File: config.mk
export PLATFORM = sky130hd
export DESIGN_NAME = rgb_to_hsb_color_classifier_core
export DESIGN_NICKNAME = d
export VERILOG_FILES = /design/src/hdl/rhc_pkg.sv /design/src/hdl/rgb_to_hsb_color_classifier_core.sv /design/src/hdl/rhc_div_stage.sv /design/src/hdl/rhc_classify.sv
export SDC_FILE = /design/constraint.sdc
export NUM_CORES = 1
export LEC_CHECK = 0
export BUFFER_PORTS_ARGS = -buffer_cell sky130_fd_sc_hd__buf_4
export CAP_MARGIN = 20
export CELL_PAD_IN_SITES_DETAIL_PLACEMENT = 1
export CELL_PAD_IN_SITES_GLOBAL_PLACEMENT = 1
export CORE_UTILIZATION = 40
export DETAILED_ROUTE_END_ITERATION = 8
export MAX_ROUTING_LAYER = met4
export PLACE_DENSITY_LB_ADDON = 0.08
export REMOVE_ABC_BUFFERS = 1
export SLEW_MARGIN = 15
export SYNTH_ARGS = -nofsm -noshare
export SYNTH_HDL_FRONTEND = slang
export SYNTH_HIERARCHICAL = 1
export SYNTH_SLANG_ARGS = --single-unit
File: constraint.sdc
create_clock -name i_clk -period 6.63 [get_ports i_clk]
set_input_delay 0.3315 -clock i_clk [delete_from_list [all_inputs] [get_ports i_clk]]
set_output_delay 0.3315 -clock i_clk [all_outputs]
set_load 0.005 [all_outputs]
File: src/hdl/rhc_pkg.sv
package rhc_pkg;

    // Quotient bits produced by each divider; both hue and saturation fit in 9.
    localparam int QUO_W      = 9;
    // Quotient bits resolved in each pipeline stage of the divider.
    localparam int STEP_BITS  = 3;
    localparam int DIV_STAGES = QUO_W / STEP_BITS;

    // Base hue numerators, scaled by max - min.
    localparam logic [8:0] BASE_RED_POS = 9'd0;
    localparam logic [8:0] BASE_RED_NEG = 9'd360;
    localparam logic [8:0] BASE_GREEN   = 9'd120;
    localparam logic [8:0] BASE_BLUE    = 9'd240;

    // Requested color codes.
    localparam logic [3:0] MODE_RED    = 4'd0;
    localparam logic [3:0] MODE_ORANGE = 4'd1;
    localparam logic [3:0] MODE_YELLOW = 4'd2;
    localparam logic [3:0] MODE_GREEN  = 4'd3;
    localparam logic [3:0] MODE_CYAN   = 4'd4;
    localparam logic [3:0] MODE_BLUE   = 4'd5;
    localparam logic [3:0] MODE_PURPLE = 4'd6;
    localparam logic [3:0] MODE_WHITE  = 4'd7;
    localparam logic [3:0] MODE_BLACK  = 4'd8;
    localparam logic [3:0] MODE_GRAY   = 4'd9;

    // Which component is the maximum, and for red the sign of green - blue.
    typedef enum logic [1:0] {
        SEC_RED_POS,
        SEC_RED_NEG,
        SEC_GREEN,
        SEC_BLUE
    } t_sector;

    // Partial state of one restoring divider.
    typedef struct packed {
        logic [7:0]       divisor;
        logic [7:0]       rem;
        logic [QUO_W-1:0] low;
        logic [QUO_W-1:0] quo;
    } t_div;

    // Item fields that ride along with the dividers.
    typedef struct packed {
        logic [6:0] brightness;
        logic       d_zero;
        logic       mx_zero;
        logic [3:0] mode;
    } t_side;

endpackage

File: src/hdl/rgb_to_hsb_color_classifier_core.sv
// Converts one 8-bit RGB pixel to whole-degree hue, saturation and brightness
// percent, and flags whether it lies in the range of the requested color. A new
// item is taken on every cycle that start is high (busy is always low), and its
// result appears with o_strobe high, in order, once through the pipeline: one
// stage finds max and min, one forms the hue and saturation dividends, three
// stages of a restoring divider resolve three quotient bits each, and one stage
// classifies. Results cannot be held off; the receiver must take each one in
// the cycle it is shown.
module rgb_to_hsb_color_classifier_core (
    input  logic       i_clk,
    input  logic       i_rst_n,
    input  logic       start,
    input  logic [7:0] i_red,
    input  logic [7:0] i_green,
    input  logic [7:0] i_blue,
    input  logic [3:0] i_mode,
    output logic       busy,
    output logic       o_strobe,
    output logic [8:0] o_hue,
    output logic [6:0] o_saturation,
    output logic [6:0] o_brightness,
    output logic       o_is_match
);

    // Stage one registers.
    logic              r1_valid;
    rhc_pkg::t_sector  r1_sector, n1_sector;
    logic [7:0]        r1_d, n1_d;
    logic [7:0]        r1_mx, n1_mx;
    logic signed [8:0] r1_sdiff, n1_sdiff;
    logic [3:0]        r1_mode;
    logic [7:0]        mn;

    // Stage two registers.
    logic              r2_valid;
    rhc_pkg::t_div     r2_hue, n2_hue;
    rhc_pkg::t_div     r2_sat, n2_sat;
    rhc_pkg::t_side    r2_side, n2_side;
    logic [8:0]        base;
    logic [16:0]       base_d;
    logic signed [18:0] diff_ext;
    logic signed [18:0] num_s;
    logic [16:0]       sat_num;
    logic [14:0]       mx100;
    logic [15:0]       v_sum;

    // Divider chain.
    logic              dv_valid [rhc_pkg::DIV_STAGES+1];
    rhc_pkg::t_div     dv_hue   [rhc_pkg::DIV_STAGES+1];
    rhc_pkg::t_div     dv_sat   [rhc_pkg::DIV_STAGES+1];
    rhc_pkg::t_side    dv_side  [rhc_pkg::DIV_STAGES+1];

    // Output registers.
    logic              r_strobe;
    logic [8:0]        r_hue, n_hue;
    logic [6:0]        r_sat, n_sat;
    logic [6:0]        r_bright;
    logic              r_match, n_match;
    rhc_pkg::t_side    last_side;

    // The pipeline never stalls.
    assign busy = 1'b0;

    // Max, min, spread and the sector that picks the hue formula.
    always_comb begin
        n1_mx = i_red;
        if (i_green > n1_mx) n1_mx = i_green;
        if (i_blue > n1_mx) n1_mx = i_blue;
        mn = i_red;
        if (i_green < mn) mn = i_green;
        if (i_blue < mn) mn = i_blue;
        n1_d = n1_mx - mn;
        priority if (n1_mx == i_red && i_green >= i_blue) begin
            n1_sector = rhc_pkg::SEC_RED_POS;
            n1_sdiff  = $signed({1'b0, i_green}) - $signed({1'b0, i_blue});
        end else if (n1_mx == i_red) begin
            n1_sector = rhc_pkg::SEC_RED_NEG;
            n1_sdiff  = $signed({1'b0, i_green}) - $signed({1'b0, i_blue});
        end else if (n1_mx == i_green) begin
            n1_sector = rhc_pkg::SEC_GREEN;
            n1_sdiff  = $signed({1'b0, i_blue}) - $signed({1'b0, i_red});
        end else begin
            n1_sector = rhc_pkg::SEC_BLUE;
            n1_sdiff  = $signed({1'b0, i_red}) - $signed({1'b0, i_green});
        end
    end

    always_ff @(posedge i_clk) begin
        if (!i_rst_n) begin
            r1_valid <= 1'b0;
        end else begin
            r1_valid <= start && !busy;
        end
    end

    always_ff @(posedge i_clk) begin
        r1_sector <= n1_sector;
        r1_d      <= n1_d;
        r1_mx     <= n1_mx;
        r1_sdiff  <= n1_sdiff;
        r1_mode   <= i_mode;
    end

    // Dividends for hue and saturation, and brightness by reciprocal of 255.
    always_comb begin
        unique case (r1_sector)
            rhc_pkg::SEC_RED_POS: base = rhc_pkg::BASE_RED_POS;
            rhc_pkg::SEC_RED_NEG: base = rhc_pkg::BASE_RED_NEG;
            rhc_pkg::SEC_GREEN:   base = rhc_pkg::BASE_GREEN;
            rhc_pkg::SEC_BLUE:    base = rhc_pkg::BASE_BLUE;
            default:              base = rhc_pkg::BASE_RED_POS;
        endcase
        base_d   = 17'(base) * 17'(r1_d);
        diff_ext = 19'(r1_sdiff);
        num_s    = $signed({2'b00, base_d}) + diff_ext * 19'sd60;
        sat_num  = 17'(r1_d) * 17'd100;
        mx100    = 15'(r1_mx) * 15'd100;
        v_sum    = 16'(mx100) + 16'(mx100[14:8]) + 16'd1;

        n2_hue.divisor = r1_d;
        n2_hue.rem     = num_s[16:9];
        n2_hue.low     = num_s[8:0];
        n2_hue.quo     = '0;
        n2_sat.divisor = r1_mx;
        n2_sat.rem     = sat_num[16:9];
        n2_sat.low     = sat_num[8:0];
        n2_sat.quo     = '0;

        n2_side.brightness = v_sum[14:8];
        n2_side.d_zero     = (r1_d == 8'd0);
        n2_side.mx_zero    = (r1_mx == 8'd0);
        n2_side.mode       = r1_mode;
    end

    always_ff @(posedge i_clk) begin
        if (!i_rst_n) begin
            r2_valid <= 1'b0;
        end else begin
            r2_valid <= r1_valid;
        end
    end

    always_ff @(posedge i_clk) begin
        r2_hue  <= n2_hue;
        r2_sat  <= n2_sat;
        r2_side <= n2_side;
    end

    // Divider stages, three quotient bits each.
    assign dv_valid[0] = r2_valid;
    assign dv_hue[0]   = r2_hue;
    assign dv_sat[0]   = r2_sat;
    assign dv_side[0]  = r2_side;

    for (genvar i = 0; i < rhc_pkg::DIV_STAGES; i++) begin : g_div
        rhc_div_stage u_div_stage (
            .i_clk   (i_clk),
            .i_rst_n (i_rst_n),
            .i_valid (dv_valid[i]),
            .i_hue   (dv_hue[i]),
            .i_sat   (dv_sat[i]),
            .i_side  (dv_side[i]),
            .o_valid (dv_valid[i+1]),
            .o_hue   (dv_hue[i+1]),
            .o_sat   (dv_sat[i+1]),
            .o_side  (dv_side[i+1])
        );
    end

    // Pixels with no spread (gray, white, black) get hue zero and black pixels get saturation zero, not the quotient.
    assign last_side = dv_side[rhc_pkg::DIV_STAGES];
    assign n_hue = last_side.d_zero ? 9'd0 : dv_hue[rhc_pkg::DIV_STAGES].quo;
    assign n_sat = last_side.mx_zero ? 7'd0 : dv_sat[rhc_pkg::DIV_STAGES].quo[6:0];

    rhc_classify u_classify (
        .i_hue    (n_hue),
        .i_sat    (n_sat),
        .i_bright (last_side.brightness),
        .i_mode   (last_side.mode),
        .o_match  (n_match)
    );

    always_ff @(posedge i_clk) begin
        if (!i_rst_n) begin
            r_strobe <= 1'b0;
        end else begin
            r_strobe <= dv_valid[rhc_pkg::DIV_STAGES];
        end
    end

    always_ff @(posedge i_clk) begin
        r_hue    <= n_hue;
        r_sat    <= n_sat;
        r_bright <= last_side.brightness;
        r_match  <= n_match;
    end

    assign o_strobe     = r_strobe;
    assign o_hue        = r_hue;
    assign o_saturation = r_sat;
    assign o_brightness = r_bright;
    assign o_is_match   = r_match;

`ifndef SYNTHESIS
    // Every accepted item comes out with o_strobe high.
    a_latency: assert property (@(posedge i_clk) disable iff (!i_rst_n)
        (start && !busy) |-> ##6 o_strobe)
        else $error("accepted item did not produce a result on time");

    // The divider must never leave the hue range.
    a_hue_range: assert property (@(posedge i_clk) disable iff (!i_rst_n)
        o_strobe |-> (o_hue <= 9'd359))
        else $error("hue out of range");

    // Percentages stay within bounds.
    a_pct_range: assert property (@(posedge i_clk) disable iff (!i_rst_n)
        o_strobe |-> (o_saturation <= 7'd100 && o_brightness <= 7'd100))
        else $error("saturation or brightness out of range");
`endif

endmodule

File: src/hdl/rhc_div_stage.sv
module rhc_div_stage (
    input  logic          i_clk,
    input  logic          i_rst_n,
    input  logic          i_valid,
    input  rhc_pkg::t_div i_hue,
    input  rhc_pkg::t_div i_sat,
    input  rhc_pkg::t_side i_side,
    output logic          o_valid,
    output rhc_pkg::t_div o_hue,
    output rhc_pkg::t_div o_sat,
    output rhc_pkg::t_side o_side
);

    logic           r_valid;
    rhc_pkg::t_div  r_hue;
    rhc_pkg::t_div  r_sat;
    rhc_pkg::t_side r_side;
    rhc_pkg::t_div  n_hue;
    rhc_pkg::t_div  n_sat;

    // STEP_BITS restoring steps: shift in one dividend bit, subtract if it fits.
    function automatic rhc_pkg::t_div div_steps(input rhc_pkg::t_div d_in);
        rhc_pkg::t_div d;
        logic [8:0]    rem9;
        d = d_in;
        for (int k = 0; k < rhc_pkg::STEP_BITS; k++) begin
            rem9  = {d.rem, d.low[rhc_pkg::QUO_W-1]};
            d.low = {d.low[rhc_pkg::QUO_W-2:0], 1'b0};
            if (rem9 >= {1'b0, d.divisor}) begin
                rem9  = rem9 - {1'b0, d.divisor};
                d.quo = {d.quo[rhc_pkg::QUO_W-2:0], 1'b1};
            end else begin
                d.quo = {d.quo[rhc_pkg::QUO_W-2:0], 1'b0};
            end
            d.rem = rem9[7:0];
        end
        return d;
    endfunction

    always_comb begin
        n_hue = div_steps(i_hue);
        n_sat = div_steps(i_sat);
    end

    // Valid bit is control state; the payload follows without reset.
    always_ff @(posedge i_clk) begin
        if (!i_rst_n) begin
            r_valid <= 1'b0;
        end else begin
            r_valid <= i_valid;
        end
    end

    always_ff @(posedge i_clk) begin
        r_hue  <= n_hue;
        r_sat  <= n_sat;
        r_side <= i_side;
    end

    assign o_valid = r_valid;
    assign o_hue   = r_hue;
    assign o_sat   = r_sat;
    assign o_side  = r_side;

endmodule

File: src/hdl/rhc_classify.sv
module rhc_classify (
    input  logic [8:0] i_hue,
    input  logic [6:0] i_sat,
    input  logic [6:0] i_bright,
    input  logic [3:0] i_mode,
    output logic       o_match
);

    logic gate;
    logic chroma;

    // Chromatic ranges apply only to vivid pixels.
    assign gate = (i_mode != rhc_pkg::MODE_BLACK) && (i_sat > 7'd15) && (i_bright > 7'd25);

    always_comb begin
        unique case (i_mode)
            rhc_pkg::MODE_RED:    chroma = (i_hue > 9'd0 && i_hue <= 9'd11) ||
                                           (i_hue >= 9'd340 && i_hue <= 9'd360);
            rhc_pkg::MODE_ORANGE: chroma = (i_hue >= 9'd18) && (i_hue <= 9'd39);
            rhc_pkg::MODE_YELLOW: chroma = (i_hue >= 9'd41) && (i_hue <= 9'd62);
            rhc_pkg::MODE_GREEN:  chroma = (i_hue >= 9'd67) && (i_hue <= 9'd174);
            rhc_pkg::MODE_CYAN:   chroma = (i_hue >= 9'd175) && (i_hue <= 9'd193);
            rhc_pkg::MODE_BLUE:   chroma = (i_hue > 9'd194) && (i_hue <= 9'd255);
            rhc_pkg::MODE_PURPLE: chroma = (i_hue >= 9'd256) && (i_hue <= 9'd337);
            default:              chroma = 1'b0;
        endcase
    end

    // Achromatic colors are tested only when the gate is closed.
    always_comb begin
        if (gate) begin
            o_match = chroma;
        end else if (i_mode == rhc_pkg::MODE_WHITE) begin
            o_match = (i_hue < 9'd20) && (i_sat <= 7'd7) && (i_bright >= 7'd80);
        end else if (i_mode == rhc_pkg::MODE_BLACK) begin
            o_match = (i_bright <= 7'd25);
        end else if (i_mode == rhc_pkg::MODE_GRAY) begin
            o_match = (i_hue > 9'd80) && (i_sat <= 7'd15) && (i_bright >= 7'd30) &&
                      (i_sat < i_bright);
        end else begin
            o_match = 1'b0;
        end
    end

endmodule
---- After elaboration in Yosys (flattened, before gate mapping) ----
Cells that the tools add are included.
word-level totals
  register bits ........................... 267
  input port bits ......................... 31
  word-level logic and storage cells ...... 218
cells by class
  $add $sub $neg .......................... 23
  $mul .................................... 4
  order comparisons ....................... 49
  equality and inequality tests ........... 15
  mux-type cells .......................... 49
  reduce and logical (&&, ||, !) cells .... 22
operators by type and width
  kind                     number
  $mux W8                  20
  $ge A9 B8 Y1             17
  $sub A8 B8 Y8            16
  $mux W9                  4
  $pmux W9 S4              1
  $le A9 B8 Y1 const B     3
  $sub A8 B8 Y9            3
  $mul A8 B5 Y13 const B   2
  $mux W1                  22
  $ge A9 B9 Y1 const B     2
  $le A9 B6 Y1 const B     2
  $le A9 B9 Y1 const B     2
  $add A17 B16 Y17         1
  $mul A9 B8 Y17           1
  $eq A4 B3 Y1 const B     4
  $eq A8 B8 Y1             2
  $gt A8 B8 Y1             2
  $logic_and A1 B1 Y1      16
  $logic_not A8 Y1         2
  $lt A8 B8 Y1             2
  $add A15 B1 Y15 const B  1
  $add A15 B7 Y15          1
  $mul A9 B5 Y14 const B   1
  $ge A9 B5 Y1 const B     1
  31 further kinds         34

---- Depth between registers and ports, before layout ----
Gate-level depths: netlist of run 1.
  depth in word-level cells ............... 9
  mapped depth ............................ 30
  mapped depth without buffers ............ 27

---- Cells and area by module ----
The synthesis of run 1 kept the hierarchy.
by module, submodules not included
  module                                 instances  cells an instance  area an instance (um2)
  rgb_to_hsb_color_classifier_core       1          1015               9459.1
  rhc_div_stage at g_div[0].u_div_stage  1          454                4396.7
  rhc_div_stage at g_div[1].u_div_stage  1          418                4222.8
  rhc_div_stage at g_div[2].u_div_stage  1          418                4095.2
  rhc_classify                           1          95                 629.4

---- Worst setup path before layout of run 1 ----
Ideal clock, no wire load.
  path type ............................... reg-to-reg
  from .................................... reg r1_sdiff[1]
  to ...................................... reg r2_hue (netlist bit dv_hue[127])
  arrival ................................. 6158 ps
  required time ........................... 6558 ps
  slack ................................... 399 ps
  cell stages (with the launch flop) ...... 28
  path buffers ............................ 0
  clock period less this slack ............ 6231 ps
  path through ............................ dfxtp_1 ha_1 xor2_1 ha_1 inv_1 fa_1 inv_1 ha_1 nor2b_1 o21ai_0 a21oi_1 nand2b_1 fa_1 fa_1 inv_1 ha_1 inv_1 fa_1 inv_1 ha_1 nor2b_1 o21ai_0 a21boi_0 o21a_1 o311ai_0 nor3_1 a211oi_1 xnor2_1
on the way
  longest elaborated chain between the ends .. 2
RTL lines
  element                   line                                     RTL
  start: declaration        rgb_to_hsb_color_classifier_core.sv:30   logic signed [8:0] r1_sdiff, n1_sdiff;
  start signal: assignment  rgb_to_hsb_color_classifier_core.sv:100  r1_sdiff <= n1_sdiff;
  $mul A9 B5 Y14            rgb_to_hsb_color_classifier_core.sv:115  num_s = $signed({2'b00, base_d}) + diff_ext * 19'sd60;
  $add A17 B16 Y17          rgb_to_hsb_color_classifier_core.sv:115
  named net num_s[16]       rgb_to_hsb_color_classifier_core.sv:42   logic signed [18:0] num_s;
  end signal: assignment    rgb_to_hsb_color_classifier_core.sv:144  r2_hue <= n2_hue;
  end: declaration          rgb_to_hsb_color_classifier_core.sv:36   rhc_pkg::t_div r2_hue, n2_hue;
The timed path passes the listed nets, and every way through them passes these cells.
A chain may end at the register's enable or synchronous reset.

==> impl_results.md, run 1 <==
* Routed WL at 51.5 mm
* Die ar. at 52,800 um^2
* CTS max path bufs at 3
* Die H at 230 um
* GR Overflow Total at 0
* Slew Viols, Final at 0
* Gr usage total at 0.205
* Slowest CP cell: a221o_1
* R2R Path End: g_div[1].u_div_stage/o_sat[22]$_DFF_P_
* Initial antenna violation count at 0
* Placed Area at 22,100 um^2
* DRC viols at 0
* CP dominant cell by count: ha_1
* Status: finished clean
* Starting density of the core at 0.405
* Max Cap Viol at 0
* Core area at 51,300 um^2
* FMAX at roughly 160 MHz
* TritonRoute pass-1 iters at 4
* Slack of the worst reg-to-reg path at 0.35 ns
* N_diodes at 0
* Critical path peak fanout at 8
* Total CTS buffers at 30
* CP Capture Point: g_div[1].u_div_stage/o_sat[22]$_DFF_P_
* Hold Fails Final Rpt at 0
* Critical path cell sequence: inv_1 > ha_1 > a2111oi_1 > inv_1 > nor3_2 > o21a_2 > mux2_2 > ha_1 > a21oi_1 > nor2b_1 > o31ai_1 > nand2b_1 > and3_1 > inv_4 > mux2_2 > ha_1 > a21o_1 > a21oi_2 > o21ai_2 > a221o_1 > a221o_1 > a211oi_4 > inv_4 > mux2_4
* Synthesized cell area at 20,800 um^2
* Clock Latency Late Sink at 0.60 ns
* Avg Inst Size Synth at 9.22 um^2
* Via Count at between 15,000 and 20,000
* CP Class: flip-flop to flip-flop
* Fin area at 23,400 um^2
* Mapped Cells at 2,252
* R2r startpoint: g_div[0].u_div_stage/o_sat[32]$_DFF_P_
* Post-DP HPWL at 42.7 mm
* DR vias/cell at 5.22
* Top Ports at 57
* Clock slew at reported path FFs at 0.07 ns
* Root buffer cell: clkbuf_16
* Vias in the first global route at roughly 17,000
* CP Data Arrival Time at 6.77 ns
* Routed len/inst at 16.8 um
* Largest net degree at the start of global routing at 28
* Max_slew headroom at 0.336
* Final setup violation count at 0
* Worst slack, placed at -0.0262 ns
* Htree depth at 1
* Worst Skew at ~0.034 ns
* Hold Path Stages at 3
* Row count at 83
* Final period util at 0.947
* Worst path required time at 7.12 ns
* CTS tree: yes
* Final worst slack at 0.351 ns
* Share of cells above drive strength 1 at 0.117
* Antenna Nets Post-Route at 0
* Routability cong. at 0.863
* Nets at about 2,800
* Fin crit period at 6.28 ns
* DIE WIDTH at 230 um
* Violation count after the first detailed-route iteration at 446
* Worst slew pin tran at 0.993 ns
* CTS sink cnt at 266
* CP Capture Type: flip-flop
* I/O Buffers at 55
* Hold crit path type: input port to flip-flop
* Synth Warn # at 6
* Startpoint Class: flip-flop
* First-pass GRT wire length at 86.7 mm
* Syn-to-layout area delta at 12.6%
* Largest stage delay, worst path at 0.41 ns
* Critical Path Start: g_div[0].u_div_stage/o_sat[32]$_DFF_P_
* Worst reg2reg path depth at 24
[layout by cell type, fill, tap and decap left out, drive strengths merged, types with 29 or more instances in the layout]
| cell | n |
|---|---|
| ha | 325 |
| inv | 306 |
| dfxtp | 266 |
| a21oi | 135 |
| nor2 | 127 |
| xnor2 | 100 |
| o21ai | 99 |
| nand2 | 96 |
| buf | 79 |
| fa | 73 |
| mux2 | 72 |
| nor2b | 58 |
| xor2 | 57 |
| mux2i | 49 |
| a21o | 41 |
| o21a | 37 |
| clkbuf | 36 |
| nor3 | 33 |
| nand3 | 31 |
| and2 | 29 |
[flip-flops by register name (all words and copies together), names as in the netlist, 9 cells and up]
signal                    cells
o_hue                         9
r1_sdiff                      9
dv_sat                       18
dv_hue                       23
g_div.u_div_stage/o_side     39
g_div.u_div_stage/o_sat      53
dv_side                      13
g_div.u_div_stage/o_hue      59
[worst max-delay path: cells and delay by family, from the launching register on]
family	cells	cell delay, ns
buffers and inverters	4	0.44
and+or+nand+nor	4	0.74
adders and majority gates	3	1.03
DFF	1	0.32
AOI/OAI and AO/OA	10	2.64
muxes	3	1.01
[area by class of cell]
class | count | area [um^2]
Timing Repair Buffer | 86 | 663
Clock buffer | 36 | 823
Tap cell | 680 | 851
Multi-Input combinational cell | 1668 | 14300
Fill cell | 5923 | 27900
Sequential cell | 266 | 5330
Clock inverter | 20 | 312
Inverter | 302 | 1140
[per-layer routing]
layer | part of all wire | track usage
met1 | 0.46 | 0.243
met2 | 0.49 | 0.365
met5 | 0 | -
met3 | 0.021 | 0.0227
met4 | 0.028 | 0.0561
[timing repair]
item                                    CTS  global route
setup buffers                             1             2
endpoints found under the setup margin    7            35
hold buffers                              7             0
hold endpoints to repair                 10             0
pin swaps                                 0             4
resized for setup                         3            26
[stage by stage]
| stage | cells | utilization | setup TNS [ns] | hold slack [ns] |
|---|---|---|---|---|
| floorplan | 2236 | - | 0 | 0.310 |
| CTS | 3056 | 0.454 | 0 | 0.0761 |
| finish | 3058 | 0.456 | 0 | 0.109 |
| global route | 3058 | 0.456 | -0.0573 | 0.122 |
| detailed placement | 2992 | 0.430 | -0.0788 | 0.313 |
| global placement | 2992 | 0.430 | 0 | 0.310 |
[worst min path at each step]
stage,start,to
floorplan,r1_mode[0]$_DFF_P_,dv_side[39]$_DFF_P_
global placement,g_div[0].u_div_stage/o_side[7]$_DFF_P_,g_div[1].u_div_stage/o_side[7]$_DFF_P_
detailed placement,dv_side[50]$_DFF_P_,g_div[0].u_div_stage/o_side[11]$_DFF_P_
CTS,i_blue[7],r1_mx[7]$_DFF_P_
global route,i_blue[7],r1_mx[7]$_DFF_P_
finish,i_blue[7],r1_mx[7]$_DFF_P_
Power of run 1 is left out: the tool's default activity adds up to more than one toggle a clock period on the data nets, which glitch-free logic cannot reach.
==> run 2: changes to the inputs <==
Settings changed: PLACE_DENSITY from default to 0.73, PLACE_DENSITY_LB_ADDON 0.08 to default.
==> run 2 against run 1 <==
Compared with the run above: highest routed layer unchanged; final cell count grew 0.16%; fmax shrank 2.1%; setup slack lost 0.13 ns; hold slack gained 0.0061 ns.
==> impl_results.md, run 2 (synthesis results as in run 1) <==
* Top Ports at 57 (unchanged)
* Worst Skew at 0.0119 ns (-0.0217 ns)
* Starting density of the core at 0.405 (unchanged)
* Htree depth at 1 (unchanged)
* R2r startpoint: g_div[0].u_div_stage/o_sat[32]$_DFF_P_
* CTS sink cnt at 266 (unchanged)
* Worst slew pin tran at 0.960 ns (-0.0338 ns)
* Post-DP HPWL at 43.2 mm (+1.0%)
* Critical path peak fanout at 7 (-1)
* Max_slew headroom at 0.359 (+0.0226)
* Slew Viols, Final at 0 (unchanged)
* Die H at 230 um (unchanged)
* Fin crit period at 6.41 ns (+0.134 ns)
* Vias in the first global route at 17,581 (+1.2%)
* CTS tree: yes
* FMAX at 156 MHz (-2.1%)
* Row count at 83 (unchanged)
* Commonest cells after routing, fill and taps aside: ha_1, inv_1, dfxtp_1
* Hold crit path type: input port to flip-flop
* I/O Buffers at 55 (unchanged)
* Largest net degree at the start of global routing at 19 (-32%)
* Core area at 51,300 um^2 (unchanged)
* DIE WIDTH at 230 um (unchanged)
* Total CTS buffers at 31 (+3.3%)
* RSZ-0062 raised after global routing: yes
* CP Capture Point: g_div[1].u_div_stage/o_sat[24]$_DFF_P_
* Die ar. at 52,800 um^2 (unchanged)
* Via Count at 16,274 (+1.9%)
* Fin area at 23,400 um^2 (+0.23%)
* Startpoint Class: flip-flop
* Critical Path Start: g_div[0].u_div_stage/o_sat[32]$_DFF_P_
* Commonest non-fill, non-tap cell in the layout: ha_1
* Fillers at 5,946 (+0.39%)
* R2R Path End: g_div[1].u_div_stage/o_sat[24]$_DFF_P_
* Final setup violation count at 0 (unchanged)
* Clock slew at reported path FFs at 0.07 ns (about the same)
* Routability cong. at 0.903 (+4.7%)
* Root buffer cell: clkbuf_16
* Worst path required time at 7.09 ns (-0.03 ns)
* Biggest register: g_div.u_div_stage/o_hue
* Slack of the worst reg-to-reg path at 0.22 ns (-0.13 ns)
* N_diodes at 0 (unchanged)
* Violation count after the first detailed-route iteration at 527 (+18%)
* Routed WL at 53.1 mm (+3.0%)
* Syn-to-layout area delta at 12.9%
* Max FFs per register at 59 (unchanged)
* Hold Fails Final Rpt at 0 (unchanged)
* Post-Place Cells at 2,992 (unchanged)
* Post-Layout Cell Count at 3,063 (+0.16%)
* CTS max path bufs at 3 (unchanged)
* CP Capture Type: flip-flop
* Share of cells above drive strength 1 at 0.118 (+0.00101)
* Gr usage total at 0.206 (+0.00127)
* Worst reg2reg path depth at 24 (unchanged)
* Initial antenna violation count at 0 (unchanged)
* Sequential cell area at 5330 um^2 (unchanged)
* Placed Area at 22,100 um^2 (unchanged)
* Routed len/inst at 17.3 um (+2.9%)
* Final period util at 0.967 (+0.0203)
* DR vias/cell at 5.31 (+1.7%)
* Antenna Nets Post-Route at 0 (unchanged)
* Nets at 2,787 (+0.14%)
* DRC viols at 0 (unchanged)
* First-pass GRT wire length at 87.4 mm (+0.78%)
* Setup tns final at 0 ns (unchanged)
* CP Data Arrival Time at 6.88 ns (+0.11 ns)
* Status: finished clean
* GR Overflow Total at 0 (unchanged)
* Clock Latency Late Sink at 0.58 ns (-0.02 ns)
* CP Class: flip-flop to flip-flop
* TritonRoute pass-1 iters at 7 (+3)
* Max Cap Viol at 0 (unchanged)
* Hold slack at 0.115 ns (+0.00615 ns)
* Area of the multi-input gates at 14,300 um^2 (about the same)
-- run 2: changes by cell type in the layout (fill, tap and decap cells not counted), moves of 3 or more --
cell      previous run  this run
o21ai_1              6         3
clkinv_2             2         5
buf_4               79        82
inv_6                5         2
inv_8                0         3
-- run 2: area by class of cell --
type | count | share of cell area
clock inverters | 22 | 0.0144
multi-input cells | 1668 | 0.609
repair buffers | 89 | 0.0293
clock buffers | 36 | 0.0352
flip-flops and latches | 266 | 0.227
inverters | 302 | 0.0488
well taps | 680 | 0.0363
-- run 2: worst max-delay path: stages, from the launching register on --
cell and delay [ns]:
dfxtp_1 0.36, inv_1 0.10, ha_1 0.34, a2111oi_0 0.49, inv_1 0.16, nor3_1 0.27
o21a_2 0.29, mux2_2 0.38, ha_1 0.35, a21oi_1 0.16, nor2b_1 0.08, o31ai_1 0.33
nand2b_1 0.15, and3_2 0.26, inv_4 0.08, mux2_2 0.31, ha_1 0.35, a21o_1 0.21
a21oi_2 0.15, o21ai_2 0.08, a221o_1 0.33, a221o_1 0.39, a211oi_4 0.26, inv_4 0.12
mux2_4 0.31
-- run 2: how the worst min path moves through the flow --
stage                                      startpoint                                endpoint  cells past startpoint
3_5_place_dp   g_div[0].u_div_stage/o_side[7]$_DFF_P_  g_div[1].u_div_stage/o_side[7]$_DFF_P_                      0
6_report                                    i_blue[7]                        r1_mx[7]$_DFF_P_                      3
4_1_cts                                     i_blue[7]                        r1_mx[7]$_DFF_P_                      3
2_1_floorplan                      r1_mode[0]$_DFF_P_                     dv_side[39]$_DFF_P_                      0
3_3_place_gp   g_div[0].u_div_stage/o_hue[12]$_DFF_P_  g_div[1].u_div_stage/o_hue[15]$_DFF_P_                      0
5_1_grt                                     i_blue[7]                        r1_mx[7]$_DFF_P_                      3
-- run 2: through the flow --
stage	worst slack, ns	utilization
6_report	0.216	0.457
3_5_place_dp	-0.0341	0.430
3_3_place_gp	0.124	0.430
2_1_floorplan	0.399	-
5_1_grt	-0.166	0.457
4_1_cts	0.0135	0.454
-- run 2: timing repair --
| action | 4_1_cts | 5_1_grt |
|---|---|---|
| gates resized for setup | 3 | 24 |
| pin swaps | 0 | 4 |
| endpoints found under the setup margin | 6 | 27 |
| hold buffers | 7 | 0 |
| gates cloned | 0 | 0 |
| buffers inserted | 0 | 6 |
| hold endpoints to repair | 10 | 0 |
-- run 2: per-layer routing --
layer / vias to the layer above / track usage / part of all wire
met5: - / - / 0
met4: 0 / 0.0573 / 0.029
met3: 89 / 0.0221 / 0.027
met2: 227 / 0.373 / 0.50
met1: 7932 / 0.240 / 0.44
li1: 8026 / - / -
Power of run 2 is left out for the same reason.
==> run 3: changes to the inputs <==
Settings changed: ABC_CLOCK_PERIOD_IN_PS from default to 5700.
Clock period 6.63 ns to 5.7 ns, I/O delays scaled along.
==> run 3 against run 2 <==
Compared with the run above: the run now ends with setup timing left; fmax is 6.4% higher; setup slack worse by 0.54 ns; critical path depth is 3 higher; wire length is 26% higher; hold slack worse by 0.059 ns; final cell count is 8.9% higher; clock skew is 0.0018 ns higher; cell area is 14% higher; non-clock buffer count is 275 higher; critical path type unchanged; critical endpoint is now dv_hue[127]$_DFF_P_; highest routed layer unchanged.
==> impl_results.md, run 3 (synthesis results as in run 1) <==
* Status: finished, violations left
* Failing checks: setup timing
* DIE WIDTH at 230 um (unchanged)
* Max_slew headroom at 0.311 (-0.0475)
* Fin crit period at 6.03 ns (-0.388 ns)
* R2R Path End: dv_hue[127]$_DFF_P_
* RSZ-0062 raised after global routing: yes
* Syn-to-layout area delta at 28.4%
* DRC viols at 0 (unchanged)
* Starting density of the core at 0.405 (unchanged)
* Post-DP HPWL at 45.7 mm (+5.9%)
* Clock Latency Late Sink at 0.60 ns (+0.02 ns)
* Row count at 83 (unchanged)
* N_diodes at 0 (unchanged)
* Initial antenna violation count at 0 (unchanged)
* CP Data Arrival Time at 6.54 ns (-0.34 ns)
* Fillers at 5,849 (-1.6%)
* CTS tree: yes
* Worst reg2reg path depth at 27 (+13%)
* Worst slack, placed at -1.09 ns (-1.05 ns)
* Hold Path Stages at 3 (unchanged)
* CP Class: flip-flop to flip-flop
* First-pass GRT wire length at 97.3 mm (+11%)
* Routed WL at 66.6 mm (+26%)
* Hold Fails Final Rpt at 0 (unchanged)
* Vias in the first global route at 19,476 (+11%)
* Final period util at 1.06 (+0.0898)
* Worst slew pin tran at 1.03 ns (+0.0710 ns)
* Die H at 230 um (unchanged)
* CP Capture Type: flip-flop
* Worst Skew at 0.0137 ns (+0.00176 ns)
* Hold crit path type: input port to flip-flop
* Via Count at 18,055 (+11%)
* CP Capture Point: dv_hue[127]$_DFF_P_
* DR vias/cell at 5.41 (+1.9%)
* I/O Buffers at 55 (unchanged)
* Routability cong. at 0.883 (-2.3%)
* Final worst slack at -0.326 ns (-0.542 ns)
* Final setup violation count at 20 (+20)
* Htree depth at 1 (unchanged)
* Slack of the worst reg-to-reg path at -0.33 ns (-0.54 ns)
* CTS sink cnt at 266 (unchanged)
* Routed len/inst at 20.0 um (+15%)
* Violation count after the first detailed-route iteration at 686 (+30%)
* GR Overflow Total at 0 (unchanged)
* Max FFs per register at 59 (unchanged)
* Gr usage total at 0.231 (+0.0249)
* Clock slew at reported path FFs at 0.06 ns (about the same)
* Worst path required time at 6.22 ns (-0.87 ns)
* Slew Viols, Final at 0 (unchanged)
* Total CTS buffers at 30 (-3.2%)
* Hold path startpoint: i_blue[7]
* FMAX at 166 MHz (+6.4%)
* Biggest register: g_div.u_div_stage/o_hue
* Die ar. at 52,800 um^2 (unchanged)
* R2r startpoint: r1_sdiff[1]$_DFF_P_
* Critical path peak fanout at 3 (-4)
* Critical Path Start: r1_sdiff[1]$_DFF_P_
* Nets at 3,062 (+9.9%)
* Root buffer cell: clkbuf_16
* TritonRoute pass-1 iters at 7 (unchanged)
* Max Cap Viol at 0 (unchanged)
* Core area at 51,300 um^2 (unchanged)
* CTS max path bufs at 3 (unchanged)
* Share of cells above drive strength 1 at 0.272 (+0.154)
* Startpoint Class: flip-flop
* Largest net degree at the start of global routing at 22 (+3)
* Commonest non-fill, non-tap cell in the layout: buf_4
* Antenna Nets Post-Route at 0 (unchanged)
* Top Ports at 57 (unchanged)
* Commonest cells after routing, fill and taps aside: buf_4, ha_1, inv_1
-- run 3: worst max-delay path, stage by stage (launching register included) --
cell      delay [ns]
dfxtp_4         0.36
ha_4            0.24
xor2_1          0.14
ha_1            0.29
inv_2           0.05
fa_1            0.55
inv_2           0.05
ha_4            0.27
nor2b_4         0.14
o21ai_2         0.08
a21oi_2         0.19
nand2b_4        0.16
fa_1            0.43
fa_1            0.55
inv_2           0.06
ha_4            0.26
inv_2           0.03
fa_1            0.52
inv_2           0.06
ha_4            0.21
nor2b_4         0.13
o21ai_4         0.16
a21boi_4        0.07
o21a_1          0.21
o311ai_4        0.28
nor3_2          0.07
a211oi_2        0.22
xnor2_1         0.15
-- run 3: cell type report --
type / instances / area, um^2 / share of cell area
Multi-Input combinational cell: 1669 / 15500 / 0.580
Sequential cell: 266 / 5350 / 0.201
Timing Repair Buffer: 364 / 2800 / 0.105
Inverter: 302 / 1140 / 0.0428
Tap cell: 680 / 851 / 0.0319
Clock buffer: 37 / 827 / 0.0310
Clock inverter: 18 / 228 / 0.00854
-- run 3: how the worst min path moves through the flow --
stage | to | slack (ns)
final | r1_mx[7]$_DFF_P_ | 0.06
after global placement | g_div[1].u_div_stage/o_hue[16]$_DFF_P_ | 0.31
after CTS | r1_mx[7]$_DFF_P_ | 0.03
after detailed placement | g_div[2].u_div_stage/o_side[2]$_DFF_P_ | 0.31
after global routing | r1_mx[7]$_DFF_P_ | 0.09
after floorplan | dv_side[39]$_DFF_P_ | 0.31
-- run 3: stage by stage --
step                 util  instance area [um^2]  hold slack, ns  std cells  TNS (ns)
CTS                 0.497                 25500          0.0283       3304    -0.568
global placement    0.462                 23700           0.310       3207     -5.24
detailed placement  0.462                 23700           0.313       3207    -12.25
finish              0.520                 26700          0.0561       3336     -2.12
global route        0.520                 26700          0.0877       3336     -7.07
floorplan               -                 20600           0.310       2236     -3.80
-- run 3: timing repair --
item,in CTS,in global routing
pin swaps,51,93
hold endpoints to repair,10,0
buffers inserted,36,40
endpoints found under the setup margin,33,45
hold buffers,7,0
resized for setup,97,166
gates cloned,1,0
-- run 3: layer usage --
metal	wire [um]	share of wire	track usage
met1	26400	0.40	0.249
met2	35300	0.53	0.439
met4	3100	0.047	0.0788
met5	0	0	-
met3	1750	0.026	0.0211
Power of run 3 is left out for the same reason.
